==> src/hdl/beacon_element_parser_assert.svh <==
// Assertion macros for the beacon element parser.
// Needs clk_i and rst_ni in the including module.
`ifndef BEACON_ELEMENT_PARSER_ASSERT_SVH
`define BEACON_ELEMENT_PARSER_ASSERT_SVH

// Plain property, sampled on clk_i, off during reset
`define BEP_ASSERT(label, prop, msg) \
  label: assert property (@(posedge clk_i) disable iff (!rst_ni) (prop)) else $error(msg);

// Same-cycle implication
`define BEP_ASSERT_IMPL(label, ante, cons, msg) \
  label: assert property (@(posedge clk_i) disable iff (!rst_ni) (ante) |-> (cons)) \
    else $error(msg);

`endif

==> src/hdl/bep_pkg.sv <==
// Shared constants, phase encoding and report type for the beacon element parser.
// No dependencies.
`default_nettype none

package bep_pkg;

  localparam int SsidMax    = 32;
  localparam int FrameBytes = 4096;
  localparam int SsidDepth  = 32;
  localparam int SsidCap    = (SsidMax < SsidDepth) ? SsidMax : SsidDepth;
  localparam int PosW       = $clog2(FrameBytes);
  localparam int IdxW       = $clog2(SsidDepth);
  localparam int LenW       = 6;

  localparam logic [3:0] BeaconSubtype = 4'd8;
  localparam logic [7:0] IdSsid        = 8'd0;
  localparam logic [7:0] IdDs          = 8'd3;
  localparam logic [1:0] FoundSsid     = 2'b01;
  localparam logic [1:0] FoundDs       = 2'b10;
  localparam logic [1:0] FoundBoth     = FoundSsid | FoundDs;

  localparam int BssidFirst = 16;
  localparam int BssidLast  = 21;
  localparam int HeaderLast = 35;

  localparam logic [7:0] ChanWindow   = 8'd2;
  localparam logic [7:0] CurChanReset = 8'd1;

  typedef enum logic [4:0] {
    PhHeader = 5'b00001,
    PhId     = 5'b00010,
    PhLen    = 5'b00100,
    PhBody   = 5'b01000,
    PhDone   = 5'b10000
  } phase_e;

  typedef struct packed {
    logic                          accepted;
    logic [47:0]                   bssid;
    logic [7:0]                    channel;
    logic [LenW-1:0]               ssid_length;
    logic [LenW-1:0]               count;
    logic [SsidDepth-1:0][7:0]     ssid;
  } report_t;

endpackage

`default_nettype wire

==> src/hdl/bep_intf.sv <==
// Valid/ready channel interfaces: frame bytes in, report items out, config write.
// Depends on bep_pkg for field widths.
`default_nettype none

interface bep_in_if;
  logic       valid;
  logic       ready;
  logic [7:0] frame_byte;
  logic       frame_end;

  modport source (output valid, frame_byte, frame_end, input ready);
  modport sink   (input valid, frame_byte, frame_end, output ready);
endinterface

interface bep_out_if;
  import bep_pkg::*;
  logic            valid;
  logic            ready;
  logic            accepted;
  logic [47:0]     bssid;
  logic [7:0]      channel;
  logic [LenW-1:0] ssid_length;
  logic [7:0]      ssid_byte;
  logic [IdxW-1:0] ssid_index;
  logic            last;

  modport source (output valid, accepted, bssid, channel, ssid_length, ssid_byte,
                  ssid_index, last, input ready);
  modport sink   (input valid, accepted, bssid, channel, ssid_length, ssid_byte,
                  ssid_index, last, output ready);
endinterface

interface bep_cfg_if;
  logic       valid;
  logic       ready;
  logic [7:0] current_channel;

  modport source (output valid, current_channel, input ready);
  modport sink   (input valid, current_channel, output ready);
endinterface

`default_nettype wire

==> src/hdl/bep_parser.sv <==
// Per-byte frame walker: header, BSSID capture, element walk, SSID store.
// Depends on bep_pkg; hands a complete report to bep_emitter on the end byte.
`default_nettype none

module bep_parser (
  input  wire logic             clk_i,
  input  wire logic             rst_ni,
  input  wire logic             byte_ok_i,
  input  wire logic [7:0]       frame_byte_i,
  input  wire logic             frame_end_i,
  input  wire logic [7:0]       cur_chan_i,
  output bep_pkg::report_t      report_o,
  output logic                  load_o
);
  import bep_pkg::*;

  logic [PosW-1:0] pos_q, pos_d;
  phase_e          phase_q, phase_d;
  logic            beacon_q, beacon_d;
  logic [7:0]      id_q, id_d;
  logic [7:0]      rem_q, rem_d;
  logic [7:0]      off_q, off_d;
  logic [1:0]      found_q, found_d;
  logic [47:0]     bssid_q, bssid_d;
  logic [7:0]      chan_q, chan_d;
  logic [LenW-1:0] cnt_q, cnt_d;
  logic [7:0]      store_q [SsidDepth];
  logic            store_we;
  logic [IdxW-1:0] store_wa;
  logic [9:0]      chan_ext, cur_ext;

  always_comb begin
    pos_d    = pos_q;
    phase_d  = phase_q;
    beacon_d = beacon_q;
    id_d     = id_q;
    rem_d    = rem_q;
    off_d    = off_q;
    found_d  = found_q;
    bssid_d  = bssid_q;
    chan_d   = chan_q;
    cnt_d    = cnt_q;
    store_we = 1'b0;
    store_wa = off_q[IdxW-1:0];
    if (byte_ok_i) begin
      if (pos_q == '0) begin
        beacon_d = (frame_byte_i[7:4] == BeaconSubtype);
        phase_d  = PhHeader;
        found_d  = '0;
        bssid_d  = '0;
        chan_d   = '0;
        cnt_d    = '0;
        id_d     = '0;
        rem_d    = '0;
        off_d    = '0;
      end
      if (beacon_d) begin
        unique case (phase_d)
          PhHeader: begin
            if (pos_q >= PosW'(BssidFirst) && pos_q <= PosW'(BssidLast)) begin
              bssid_d = {bssid_d[39:0], frame_byte_i};
            end
            if (pos_q == PosW'(HeaderLast)) begin
              phase_d = PhId;
            end
          end
          PhId: begin
            id_d    = frame_byte_i;
            phase_d = PhLen;
          end
          PhLen: begin
            rem_d = frame_byte_i;
            off_d = '0;
            if (id_d == IdSsid) begin
              found_d = found_d | FoundSsid;
              cnt_d   = '0;
            end
            if (frame_byte_i == 8'd0) begin
              phase_d = (found_d == FoundBoth) ? PhDone : PhId;
            end else begin
              phase_d = PhBody;
            end
          end
          PhBody: begin
            if (id_d == IdSsid && off_d < 8'(SsidCap)) begin
              store_we = 1'b1;
              store_wa = off_d[IdxW-1:0];
              cnt_d    = LenW'(off_d) + LenW'(1);
            end
            if (id_d == IdDs && off_d == 8'd0) begin
              chan_d  = frame_byte_i;
              found_d = found_d | FoundDs;
            end
            off_d = off_d + 8'd1;
            rem_d = rem_d - 8'd1;
            if (id_d == IdDs && found_d == FoundBoth) begin
              phase_d = PhDone;
            end else if (rem_d == 8'd0) begin
              phase_d = (found_d == FoundBoth) ? PhDone : PhId;
            end
          end
          PhDone: begin
          end
          default: begin
          end
        endcase
      end
      // position saturates on overlong frames
      if (pos_q == PosW'(FrameBytes - 1)) begin
        phase_d = PhDone;
      end else begin
        pos_d = pos_q + PosW'(1);
      end
      if (frame_end_i) begin
        pos_d   = '0;
        phase_d = PhHeader;
      end
    end
  end

  always_ff @(posedge clk_i or negedge rst_ni) begin
    if (!rst_ni) begin
      pos_q    <= '0;
      phase_q  <= PhHeader;
      beacon_q <= 1'b0;
      id_q     <= '0;
      rem_q    <= '0;
      off_q    <= '0;
      found_q  <= '0;
      bssid_q  <= '0;
      chan_q   <= '0;
      cnt_q    <= '0;
    end else begin
      pos_q    <= pos_d;
      phase_q  <= phase_d;
      beacon_q <= beacon_d;
      id_q     <= id_d;
      rem_q    <= rem_d;
      off_q    <= off_d;
      found_q  <= found_d;
      bssid_q  <= bssid_d;
      chan_q   <= chan_d;
      cnt_q    <= cnt_d;
    end
  end

  always_ff @(posedge clk_i) begin
    if (store_we) begin
      store_q[store_wa] <= frame_byte_i;
    end
  end

  // window test without wrap: cur-2 <= ch <= cur+2
  assign chan_ext = {2'b00, chan_d};
  assign cur_ext  = {2'b00, cur_chan_i};

  always_comb begin
    report_o.accepted    = beacon_d && found_d[1] &&
                           (chan_ext + {2'b00, ChanWindow} >= cur_ext) &&
                           (chan_ext <= cur_ext + {2'b00, ChanWindow});
    report_o.bssid       = beacon_d ? bssid_d : '0;
    report_o.channel     = beacon_d ? chan_d : '0;
    report_o.ssid_length = beacon_d ? cnt_d : '0;
    report_o.count       = (beacon_d && cnt_d != '0) ? cnt_d : LenW'(1);
    for (int i = 0; i < SsidDepth; i++) begin
      report_o.ssid[i] = (store_we && store_wa == IdxW'(i)) ? frame_byte_i : store_q[i];
    end
  end

  assign load_o = byte_ok_i && frame_end_i;

endmodule

`default_nettype wire

==> src/hdl/bep_emitter.sv <==
// Report holding register and SSID byte sequencer for the output channel.
// Depends on bep_pkg, bep_out_if and the assertion macro header.
`default_nettype none
`include "beacon_element_parser_assert.svh"

module bep_emitter (
  input  wire logic         clk_i,
  input  wire logic         rst_ni,
  input  wire logic         load_i,
  input  bep_pkg::report_t  report_i,
  output logic              busy_o,
  bep_out_if.source         report_out
);
  import bep_pkg::*;

  report_t         snap_q;
  logic            busy_q, busy_d;
  logic [IdxW-1:0] idx_q, idx_d;
  logic            last;
  logic            xfer;

  assign last = ({1'b0, idx_q} + LenW'(1)) == snap_q.count;
  assign xfer = busy_q && report_out.ready;

  always_comb begin
    busy_d = busy_q;
    idx_d  = idx_q;
    if (load_i) begin
      busy_d = 1'b1;
      idx_d  = '0;
    end else if (xfer) begin
      if (last) begin
        busy_d = 1'b0;
      end else begin
        idx_d = idx_q + IdxW'(1);
      end
    end
  end

  always_ff @(posedge clk_i or negedge rst_ni) begin
    if (!rst_ni) begin
      busy_q <= 1'b0;
      idx_q  <= '0;
    end else begin
      busy_q <= busy_d;
      idx_q  <= idx_d;
    end
  end

  always_ff @(posedge clk_i) begin
    if (load_i) begin
      snap_q <= report_i;
    end
  end

  assign busy_o                 = busy_q;
  assign report_out.valid       = busy_q;
  assign report_out.accepted    = snap_q.accepted;
  assign report_out.bssid       = snap_q.bssid;
  assign report_out.channel     = snap_q.channel;
  assign report_out.ssid_length = snap_q.ssid_length;
  assign report_out.ssid_byte   = (snap_q.ssid_length != '0) ? snap_q.ssid[idx_q] : 8'd0;
  assign report_out.ssid_index  = idx_q;
  assign report_out.last        = last;

  `BEP_ASSERT_IMPL(a_no_load_busy, load_i, !busy_q, "report loaded while previous one draining")
  `BEP_ASSERT_IMPL(a_idx_range, busy_q, ({1'b0, idx_q} < snap_q.count), "ssid index past count")
  `BEP_ASSERT_IMPL(a_empty_single, busy_q && snap_q.ssid_length == '0, snap_q.count == LenW'(1), "empty SSID must give one item")
  `BEP_ASSERT(a_drain_end, !(xfer && last) || !busy_d || load_i, "busy after final transfer")

endmodule

`default_nettype wire

==> src/hdl/beacon_element_parser.sv <==
// Beacon element parser, top level: channels, channel register, parser and emitter.
// Depends on bep_pkg, bep_intf, bep_parser and bep_emitter.
//
// frame_in takes one frame byte per transfer, frame_end on the final byte.
// report_out gives the frame report: one transfer per stored SSID byte, or one
// transfer when the SSID is empty; last marks the final one.
// cfg_in writes current_channel (reset value 1) and is always ready.
// Throughput: one byte per cycle, but an end byte waits while busy. Bytes are
// parsed as they arrive; a frame's report appears the cycle after its end byte
// transfers, then drains at one item per cycle while ready is high, 1 to 32 items.
// The next frame streams in while a report drains; only its end byte is held
// off until the previous report has gone, since one report holding register
// sits between the parser and the output.
// A stalled receiver just holds report_out; byte intake continues.
// Reset clears the walk state and empties the report register.
`default_nettype none

module beacon_element_parser (
  input  wire logic  clk_i,
  input  wire logic  rst_ni,
  bep_in_if.sink     frame_in,
  bep_out_if.source  report_out,
  bep_cfg_if.sink    cfg_in
);
  import bep_pkg::*;

  logic [7:0] cur_chan_q;
  logic       busy;
  logic       byte_ok;
  logic       load;
  report_t    report;

  always_ff @(posedge clk_i or negedge rst_ni) begin
    if (!rst_ni) begin
      cur_chan_q <= CurChanReset;
    end else if (cfg_in.valid && cfg_in.ready) begin
      cur_chan_q <= cfg_in.current_channel;
    end
  end

  assign cfg_in.ready   = 1'b1;
  assign frame_in.ready = !(busy && frame_in.frame_end);
  assign byte_ok        = frame_in.valid && frame_in.ready;

  bep_parser u_parser (
    .clk_i        (clk_i),
    .rst_ni       (rst_ni),
    .byte_ok_i    (byte_ok),
    .frame_byte_i (frame_in.frame_byte),
    .frame_end_i  (frame_in.frame_end),
    .cur_chan_i   (cur_chan_q),
    .report_o     (report),
    .load_o       (load)
  );

  bep_emitter u_emitter (
    .clk_i      (clk_i),
    .rst_ni     (rst_ni),
    .load_i     (load),
    .report_i   (report),
    .busy_o     (busy),
    .report_out (report_out)
  );

endmodule

`default_nettype wire
==> src/flat_wrapper.sv <==
// flat-port wrapper written by rule: the top's interface ports become plain ports
module beacon_element_parser_flat import bep_pkg::*;
  (clk_i, rst_ni, frame_in_valid, frame_in_frame_byte, frame_in_frame_end, frame_in_ready, report_out_valid, report_out_accepted, report_out_bssid, report_out_channel, report_out_ssid_length, report_out_ssid_byte, report_out_ssid_index, report_out_last, report_out_ready, cfg_in_valid, cfg_in_current_channel, cfg_in_ready);
  bep_in_if frame_in_i ();
  bep_out_if report_out_i ();
  bep_cfg_if cfg_in_i ();
  input  wire logic clk_i;
  input  wire logic rst_ni;
  input wire logic [$bits(frame_in_i.valid)-1:0] frame_in_valid;
  input wire logic [$bits(frame_in_i.frame_byte)-1:0] frame_in_frame_byte;
  input wire logic [$bits(frame_in_i.frame_end)-1:0] frame_in_frame_end;
  output wire logic [$bits(frame_in_i.ready)-1:0] frame_in_ready;
  output wire logic [$bits(report_out_i.valid)-1:0] report_out_valid;
  output wire logic [$bits(report_out_i.accepted)-1:0] report_out_accepted;
  output wire logic [$bits(report_out_i.bssid)-1:0] report_out_bssid;
  output wire logic [$bits(report_out_i.channel)-1:0] report_out_channel;
  output wire logic [$bits(report_out_i.ssid_length)-1:0] report_out_ssid_length;
  output wire logic [$bits(report_out_i.ssid_byte)-1:0] report_out_ssid_byte;
  output wire logic [$bits(report_out_i.ssid_index)-1:0] report_out_ssid_index;
  output wire logic [$bits(report_out_i.last)-1:0] report_out_last;
  input wire logic [$bits(report_out_i.ready)-1:0] report_out_ready;
  input wire logic [$bits(cfg_in_i.valid)-1:0] cfg_in_valid;
  input wire logic [$bits(cfg_in_i.current_channel)-1:0] cfg_in_current_channel;
  output wire logic [$bits(cfg_in_i.ready)-1:0] cfg_in_ready;
  assign frame_in_i.valid = frame_in_valid;
  assign frame_in_i.frame_byte = frame_in_frame_byte;
  assign frame_in_i.frame_end = frame_in_frame_end;
  assign frame_in_ready = frame_in_i.ready;
  assign report_out_valid = report_out_i.valid;
  assign report_out_accepted = report_out_i.accepted;
  assign report_out_bssid = report_out_i.bssid;
  assign report_out_channel = report_out_i.channel;
  assign report_out_ssid_length = report_out_i.ssid_length;
  assign report_out_ssid_byte = report_out_i.ssid_byte;
  assign report_out_ssid_index = report_out_i.ssid_index;
  assign report_out_last = report_out_i.last;
  assign report_out_i.ready = report_out_ready;
  assign cfg_in_i.valid = cfg_in_valid;
  assign cfg_in_i.current_channel = cfg_in_current_channel;
  assign cfg_in_ready = cfg_in_i.ready;
  beacon_element_parser u_core (.clk_i(clk_i), .rst_ni(rst_ni), .frame_in(frame_in_i), .report_out(report_out_i), .cfg_in(cfg_in_i));
endmodule
==> config.mk <==
export PLATFORM = sky130hd
export DESIGN_NAME = beacon_element_parser_flat
export DESIGN_NICKNAME = d
export VERILOG_FILES = /design/src/hdl/bep_pkg.sv /design/src/hdl/bep_intf.sv /design/src/hdl/bep_parser.sv /design/src/hdl/bep_emitter.sv /design/src/hdl/beacon_element_parser.sv /design/src/flat_wrapper.sv
export VERILOG_INCLUDE_DIRS = /design/src /design/src/hdl
export SDC_FILE = /design/constraint.sdc
export NUM_CORES = 1
export LEC_CHECK = 0
export ABC_AREA = 1
export BUFFER_PORTS_ARGS = -buffer_cell sky130_fd_sc_hd__buf_2
export CORE_MARGIN = 2
export CORE_UTILIZATION = 60
export DETAILED_ROUTE_END_ITERATION = 16
export PLACE_DENSITY = 0.77
export RECOVER_POWER = 50
export SLEW_MARGIN = 20
export SYNTH_ARGS = -nofsm -noshare
export SYNTH_HDL_FRONTEND = slang
export SYNTH_SLANG_ARGS = --single-unit
==> constraint.sdc <==
create_clock -name clk_i -period 19.2 [get_ports clk_i]
set_input_delay 0 -clock clk_i [delete_from_list [all_inputs] [get_ports clk_i]]
set_output_delay 0 -clock clk_i [all_outputs]
set_load 0.005 [all_outputs]
; ---- After elaboration in Yosys (flattened, before gate mapping)
; Memory sizes are Yosys's and may differ from the RTL's. A register that Yosys moved wholly into a read port is not among the register bits.
; Index checks and enable logic that the tools add are counted.
; Widths: inputs -> output; s select.
[word_totals]
register_bits = 189
ram_bits = 256
in_bits = 22
out_inout_bits = 80
elab_cells = 148
mem_count = 1
[memory_table]
columns = memory, depth, width, rd, rd_ports_with_merged_regs, wr, line
row1 = u_core.u_parser.store_q, 32, 8, 32, 32, 1, bep_parser.sv:27  ; logic [7:0] store_q [SsidDepth];
[op_classes]
n_addsub = 8
magnitude_cmp = 6
eq_ne = 13
mux = 76
reduce_logical = 25
[op_table]
columns = cell, count
row1 = $mux 48, 5
row2 = $mux 8, 17
row3 = $mux 5, 18
row4 = $bmux 8 s5, 1
row5 = $logic_not 8->1, 4
row6 = $pmux 8 s2, 2
row7 = $mux 6, 5
row8 = $mux 12, 2
row9 = $mux 2, 10
row10 = $pmux 5 s4, 1
row11 = $add 8x2->9 const B, 2
row12 = $mux 1, 13
row13 = $add 12x1->12 const B, 1
row14 = $eq 12x12->1 const B, 1
row15 = $eq 12x6->1 const B, 1
row16 = $ge 12x5->1 const B, 1
row17 = $le 12x5->1 const B, 1
row18 = $logic_and 1x1->1, 12
row19 = $logic_not 12->1, 1
row20 = $pmux 6 s2, 1
row21 = $reduce_bool 6->1, 2
row22 = $ge 9x8->1, 1
row23 = $le 8x9->1, 1
row24 = $add 8x1->8 const B, 1
row25 = 20 further kinds, 24

; ---- Logic depth before layout (Yosys ltp)
[depth]
ltp_word = 18
ltp_mapped = 32

; ---- Modules after synthesis
; A second synthesis with hierarchy kept.
[hier_totals]
cells_unflattened = 3078
hier_area_um2 = 33221.9
[by_module_without_submodules]
columns = module, n_inst, cells_each, area_per_inst_um2, seq_area_each_um2
row1 = bep_parser, 1, 1995, 19585.0, 10341.2
row2 = bep_emitter, 1, 1044, 13306.5, 9909.5
row3 = beacon_element_parser, 1, 39, 330.3, 201.4

; ---- Worst setup path after synthesis
; OpenSTA, ideal clock, no wires.
[synth_path]
path_kind = register to register
startpoint = register u_core.u_emitter.busy_q, in the netlist u_core.u_emitter.busy_o
endpoint = register u_core.u_parser.pos_q[4]
t_arrival_ns = 7.449
required_ns = 18.747
path_slack_ns = 11.298
path_stages_with_launch = 7
period_less_slack_ns = 7.902
cell_sequence = dfrtp_1 -> nand2_1 -> nand2_1 -> inv_1 -> nand2_1 -> inv_1 -> nor3_1
[synth_between]
elab_chain_cells = 4
[synth_lines]
columns = item, line
row1 = start: declaration, bep_emitter.sv:17  ; logic busy_q, busy_d;
row2 = start signal: assignment, bep_emitter.sv:45  ; busy_q <= busy_d;
row3 = $logic_and 1x1->1, beacon_element_parser.sv:42  ; assign frame_in.ready = !(busy && frame_in.frame_end);
row4 = $logic_not 1->1, beacon_element_parser.sv:42
row5 = net frame_in_ready, flat_wrapper.sv:12  ; output wire logic [$bits(frame_in_i.ready)-1:0] frame_in_ready;
row6 = $logic_and 1x1->1, beacon_element_parser.sv:43  ; assign byte_ok = frame_in.valid && frame_in.ready;
row7 = $reduce_and 2->1 (no source line), -
row8 = end signal: assignment, bep_parser.sv:134  ; pos_q <= pos_d;
row9 = end: declaration, bep_parser.sv:17  ; logic [PosW-1:0] pos_q, pos_d;
; The timed path passes the listed nets, and every way through them passes these cells.
; A chain may end at the register's enable or synchronous reset.

; ---- Worst setup path after layout
[layout_path]
startpoint = register u_core.u_emitter.busy_q, in the netlist u_core.u_emitter.busy_o
endpoint = register u_core.u_emitter.snap_q[41] (netlist name)
[layout_between]
elab_chain_cells = 4
[layout_lines]
columns = item, line
row1 = $logic_and 1x1->1, beacon_element_parser.sv:42
row2 = $logic_not 1->1, beacon_element_parser.sv:42
row3 = $logic_and 1x1->1, beacon_element_parser.sv:43
row4 = $logic_and 1x1->1, bep_parser.sv:170  ; assign load_o = byte_ok_i && frame_end_i;
row5 = net u_core.load, beacon_element_parser.sv:30  ; logic load;
; The timed path passes the listed nets, and every way through them passes these cells.

==> reports/qor_table.md <==
| Result | Reported |
| --- | --- |
| Maximum number of pins on one net before global-route repair | 106 |
| Last weighted congestion value of the routability-driven placer | 0.960 |
| Synth Warn # | 0 |
| Kind of capture point of the worst setup path | flip-flop |
| # H-tree levels | 3 |
| Mean routed wirelength per cell | 21.3 microns |
| Hold Path Class | in2reg |
| Arr. time, crit path | 10.66 ns |
| Time the final worst path needs with I/O delays and setup | 10.57 ns |
| Clock Sinks | 701 |
| Power density relative to cell area | 125 mW/mm^2 |
| Net total in the final layout | 3,063 |
| Final standard cell count with taps included and fillers excluded | 3,751 |
| Reg clk slew, reported paths | 0.06 ns |
| Clk buf depth | 3 |
| Number of cells in the design after placement | 3,594 |
| Syn nets | 3,064 |
| Chip Height | 233 microns |
| Row cnt | 83 |
| Total Neg Setup Slack | 0 ns |
| Instance count of the mapped netlist | 3,016 |
| DRC violations left | 0 |
| Die area | 0.0541 sq mm |
| CTS tree | built |
| Violation count after the first detailed-routing iteration | 2,703 |
| Critical path fanouts, max | 93 |
| Most instantiated flip-flop cell in the synthesis netlist | sky130_fd_sc_hd__edfxtp_1 |
| First-pass iteration count of the detailed router | 6 |
| Smallest hold slack | 0.173 ns |
| Setup repair after global routing missed its margin | false |
| LEAKAGE | 13.1 nW |
| Placed wire-length estimate | 48.2 mm |
| Number of setup buffers added after CTS | 0 |
| Core area | 0.0515 sq mm |
| GR Util All Layers | 29.8% |
| Starting density of the core | 60.9% |
| Flip-flop and latch count after synthesis | 701 |
| Setup violators final | 0 |
| Category of the most critical setup path | reg2reg |
| Global route overflow | 0 |
| Commonest cells after routing, fill and taps aside | 598 x sky130_fd_sc_hd__nand2_1, 581 x sky130_fd_sc_hd__edfxtp_1, 532 x sky130_fd_sc_hd__o21ai_0, 345 x sky130_fd_sc_hd__nor2_1, 171 x sky130_fd_sc_hd__inv_1 |
| Worst path required time | 19.29 ns |
| Status | finished, violations left |
| Netlist area before placement | 0.0314 sq mm |
| F_max | 94.6 MHz |
| Io pins | 102 |
| # Max-Cap Violations | 20 |
| Most frequent standard cell in the layout excluding fill and tap cells | sky130_fd_sc_hd__nand2_1 |
| CTS Buf Count | 71 |
| Violated checks | capacitance limit, slew limit |
| Final hold vios | 0 |
| Tightest Pin Transition | 4.72 ns |
| Final ANT Viol Nets | 0 |
| Number of synthesized flops with an enable pin | 581 |
| Inserted Diodes | 0 |
| Die width | 233 microns |
| Count of distinct cell types in the synthesized netlist | 49 |
| Count of final max-slew check failures | 1,100 |
| Clock Root Buffer | sky130_fd_sc_hd__clkbuf_16 |
| Max Clock Skew | 0.0245 ns |
| Via count of the first global-routing pass | 21.7k |
| Mean number of vias per cell | 6.03 |
| Portion of the post-synthesis area used by sequential elements | 65.2% |
| Routed via count | 22.6k |
| Antenna violations before repair | 0 |
| Normalized max-slew margin | -215% |
| Source-to-sink clock delay at the later pin of the worst-skew pair | 0.61 ns |
| Per-instance average area after synthesis | 10.4 sq um |
| Proportion of synthesized flip-flops having asynchronous set or reset | 17.1% |
| Launching element type of the critical path | flip-flop |
| Number of buffer cells added on primary ports | 100 |
| Share of the cycle needed by the critical path after routing | 55.0% |
| Largest vdd supply drop | 0.000105 V |
| Area growth, synth to finish | 8.76% |
| Overall routed net length | 79.7 mm |
| Fraction of layout cells with a size suffix above 1 | 6.22% |
| Wire length of the first global-routing pass | 122 mm |
## path summary, 6_finish.rpt
path / endpoint / start / cells past startpoint / slack (ns)
min: u_core.u_emitter.snap_q[58]$_DFFE_PP_ / frame_in_frame_byte[2] / 3 / 0.17
max reg2reg: u_core.u_emitter.snap_q[41]$_DFFE_PP_ / u_core.u_emitter.busy_o$_DFFE_PN0P_ / 7 / 8.63
min in group asynchronous: u_core.u_parser.bssid_q[18]$_DFF_PN0_ / rst_ni / 2 / 1.04
min reg2reg: u_core.u_parser.bssid_q[5]$_DFF_PN0_ / u_core.u_parser.bssid_q[5]$_DFF_PN0_ / 2 / 0.50
max in group asynchronous: u_core.u_parser.chan_q[7]$_DFF_PN0_ / rst_ni / 3 / 13.46
max: u_core.u_emitter.snap_q[41]$_DFFE_PP_ / u_core.u_emitter.busy_o$_DFFE_PN0P_ / 7 / 8.63
## critical path, stage by stage (launching register included)
cell and delay [ns]:
sky130_fd_sc_hd__dfrtp_1 0.47, sky130_fd_sc_hd__nand2_1 0.12, sky130_fd_sc_hd__nand2_1 0.16, sky130_fd_sc_hd__inv_1 0.34
sky130_fd_sc_hd__clkbuf_1 2.14, sky130_fd_sc_hd__nand2_1 0.57, sky130_fd_sc_hd__clkinvlp_2 2.64, sky130_fd_sc_hd__clkbuf_1 3.47
## repair_timing
action | in CTS | in global routing
endpoints found under the hold margin | 78 | 0
hold buffers | 28 | 0
resized for setup | 0 | 0
## registers in the layout (all words and copies together), names as in the netlist, 5 cells and up
name,count
u_core.u_emitter.report_out.channel,8
u_core.u_parser.pos_q,12
u_core.u_parser.rem_q,8
u_core.u_parser.chan_q,8
u_core.u_emitter.report_out.ssid_length,6
u_core.u_parser.id_q,8
u_core.u_emitter.report_out.bssid,48
u_core.u_parser.phase_q,5
u_core.u_parser.cnt_q,6
u_core.u_parser.bssid_q,48
u_core.u_parser.off_q,8
u_core.u_parser.store_q,256
u_core.u_emitter.report_out.ssid_index,5
u_core.cur_chan_q,8
u_core.u_emitter.snap_q,262
## cells in the mapped netlist (2+ instances only)
cell	instances	share of area (%)
sky130_fd_sc_hd__inv_2	2	0.024
sky130_fd_sc_hd__clkbuf_1	131	1.6
sky130_fd_sc_hd__inv_1	176	2.1
sky130_fd_sc_hd__a31oi_1	6	0.12
sky130_fd_sc_hd__buf_2	28	0.45
sky130_fd_sc_hd__nand2_2	10	0.20
sky130_fd_sc_hd__o31ai_1	5	0.12
sky130_fd_sc_hd__o311ai_0	2	0.056
sky130_fd_sc_hd__ha_1	26	1.0
sky130_fd_sc_hd__nor3_4	2	0.10
sky130_fd_sc_hd__buf_4	66	1.6
sky130_fd_sc_hd__nand3_1	55	0.88
sky130_fd_sc_hd__nand4_1	15	0.30
sky130_fd_sc_hd__nand2_1	597	7.1
sky130_fd_sc_hd__o32ai_1	5	0.14
sky130_fd_sc_hd__buf_1	8	0.096
sky130_fd_sc_hd__a22oi_1	5	0.12
sky130_fd_sc_hd__nor2_4	2	0.072
sky130_fd_sc_hd__o21ai_1	2	0.032
sky130_fd_sc_hd__dfrtp_1	118	9.4
sky130_fd_sc_hd__a21oi_1	104	1.7
sky130_fd_sc_hd__a21o_1	2	0.048
sky130_fd_sc_hd__a221oi_1	3	0.084
sky130_fd_sc_hd__buf_6	4	0.14
sky130_fd_sc_hd__o211ai_1	47	1.1
sky130_fd_sc_hd__a211oi_1	2	0.048
sky130_fd_sc_hd__nor4_1	2	0.040
sky130_fd_sc_hd__xnor2_1	5	0.14
sky130_fd_sc_hd__xor2_1	12	0.34
sky130_fd_sc_hd__nand4_4	2	0.14
sky130_fd_sc_hd__nor2_2	4	0.080
sky130_fd_sc_hd__o21a_1	2	0.048
sky130_fd_sc_hd__o221ai_1	3	0.084
sky130_fd_sc_hd__nor2_1	343	4.1
sky130_fd_sc_hd__dfstp_2	2	0.17
sky130_fd_sc_hd__nor3_1	15	0.24
sky130_fd_sc_hd__and2_1	2	0.040
sky130_fd_sc_hd__o22ai_1	80	1.6
sky130_fd_sc_hd__edfxtp_1	581	56
sky130_fd_sc_hd__o21ai_0	531	8.5
## cell families after synthesis
kind of cell,count (synthesis),share of synthesized area (%)
other,1,0.0120
adders and majority gates,26,1.04
buffers and inverters,415,5.96
muxes,1,0.0359
and+or+nand+nor,1054,13.5
xor gates and xnor gates,17,0.475
DFF,701,65.2
AOI/OAI and AO/OA,801,13.8
## layer usage
| layer | share of wire (%) | up-vias | track usage (%) |
|---|---|---|---|
| met3 | 8.9 | 199 | 5.25 |
| met2 | 48 | 1129 | 48.9 |
| met1 | 39 | 10800 | 39.7 |
| li1 | - | 10400 | - |
| met5 | 0 | - | 0 |
| met4 | 3.9 | 0 | 11.9 |
## power by group
part           leakage (nW)  internal, mW  total [mW]  switching, mW
logic                  5.18         0.311        1.12          0.805
registers              6.84          1.76        1.84         0.0793
clock network          1.08         0.753        1.32          0.567
total                  13.1          2.82        4.27           1.45
## cell type report
type,count,area [sq um]
Clock buffer,96,1940
Clock inverter,33,253
Fill cell,3970,17400
Inverter,178,671
Multi-Input combinational cell,1900,9030
Sequential cell,701,20500
Tap cell,680,851
Timing Repair Buffer,163,916
## per-stage QoR
step | power (mW) | util [%] | area, sq um | worst slack [ns]
2_1_floorplan | 2.58 | - | 31400 | 11.30
3_3_place_gp | 2.92 | 61.8 | 31800 | 13.75
3_5_place_dp | 2.94 | 61.8 | 31800 | 13.61
4_1_cts | 4.26 | 66.6 | 34300 | 13.59
5_1_grt | 4.47 | 66.2 | 34100 | 7.79
6_report | 4.27 | 66.2 | 34100 | 8.63
(Power assumes the default switching activity.)
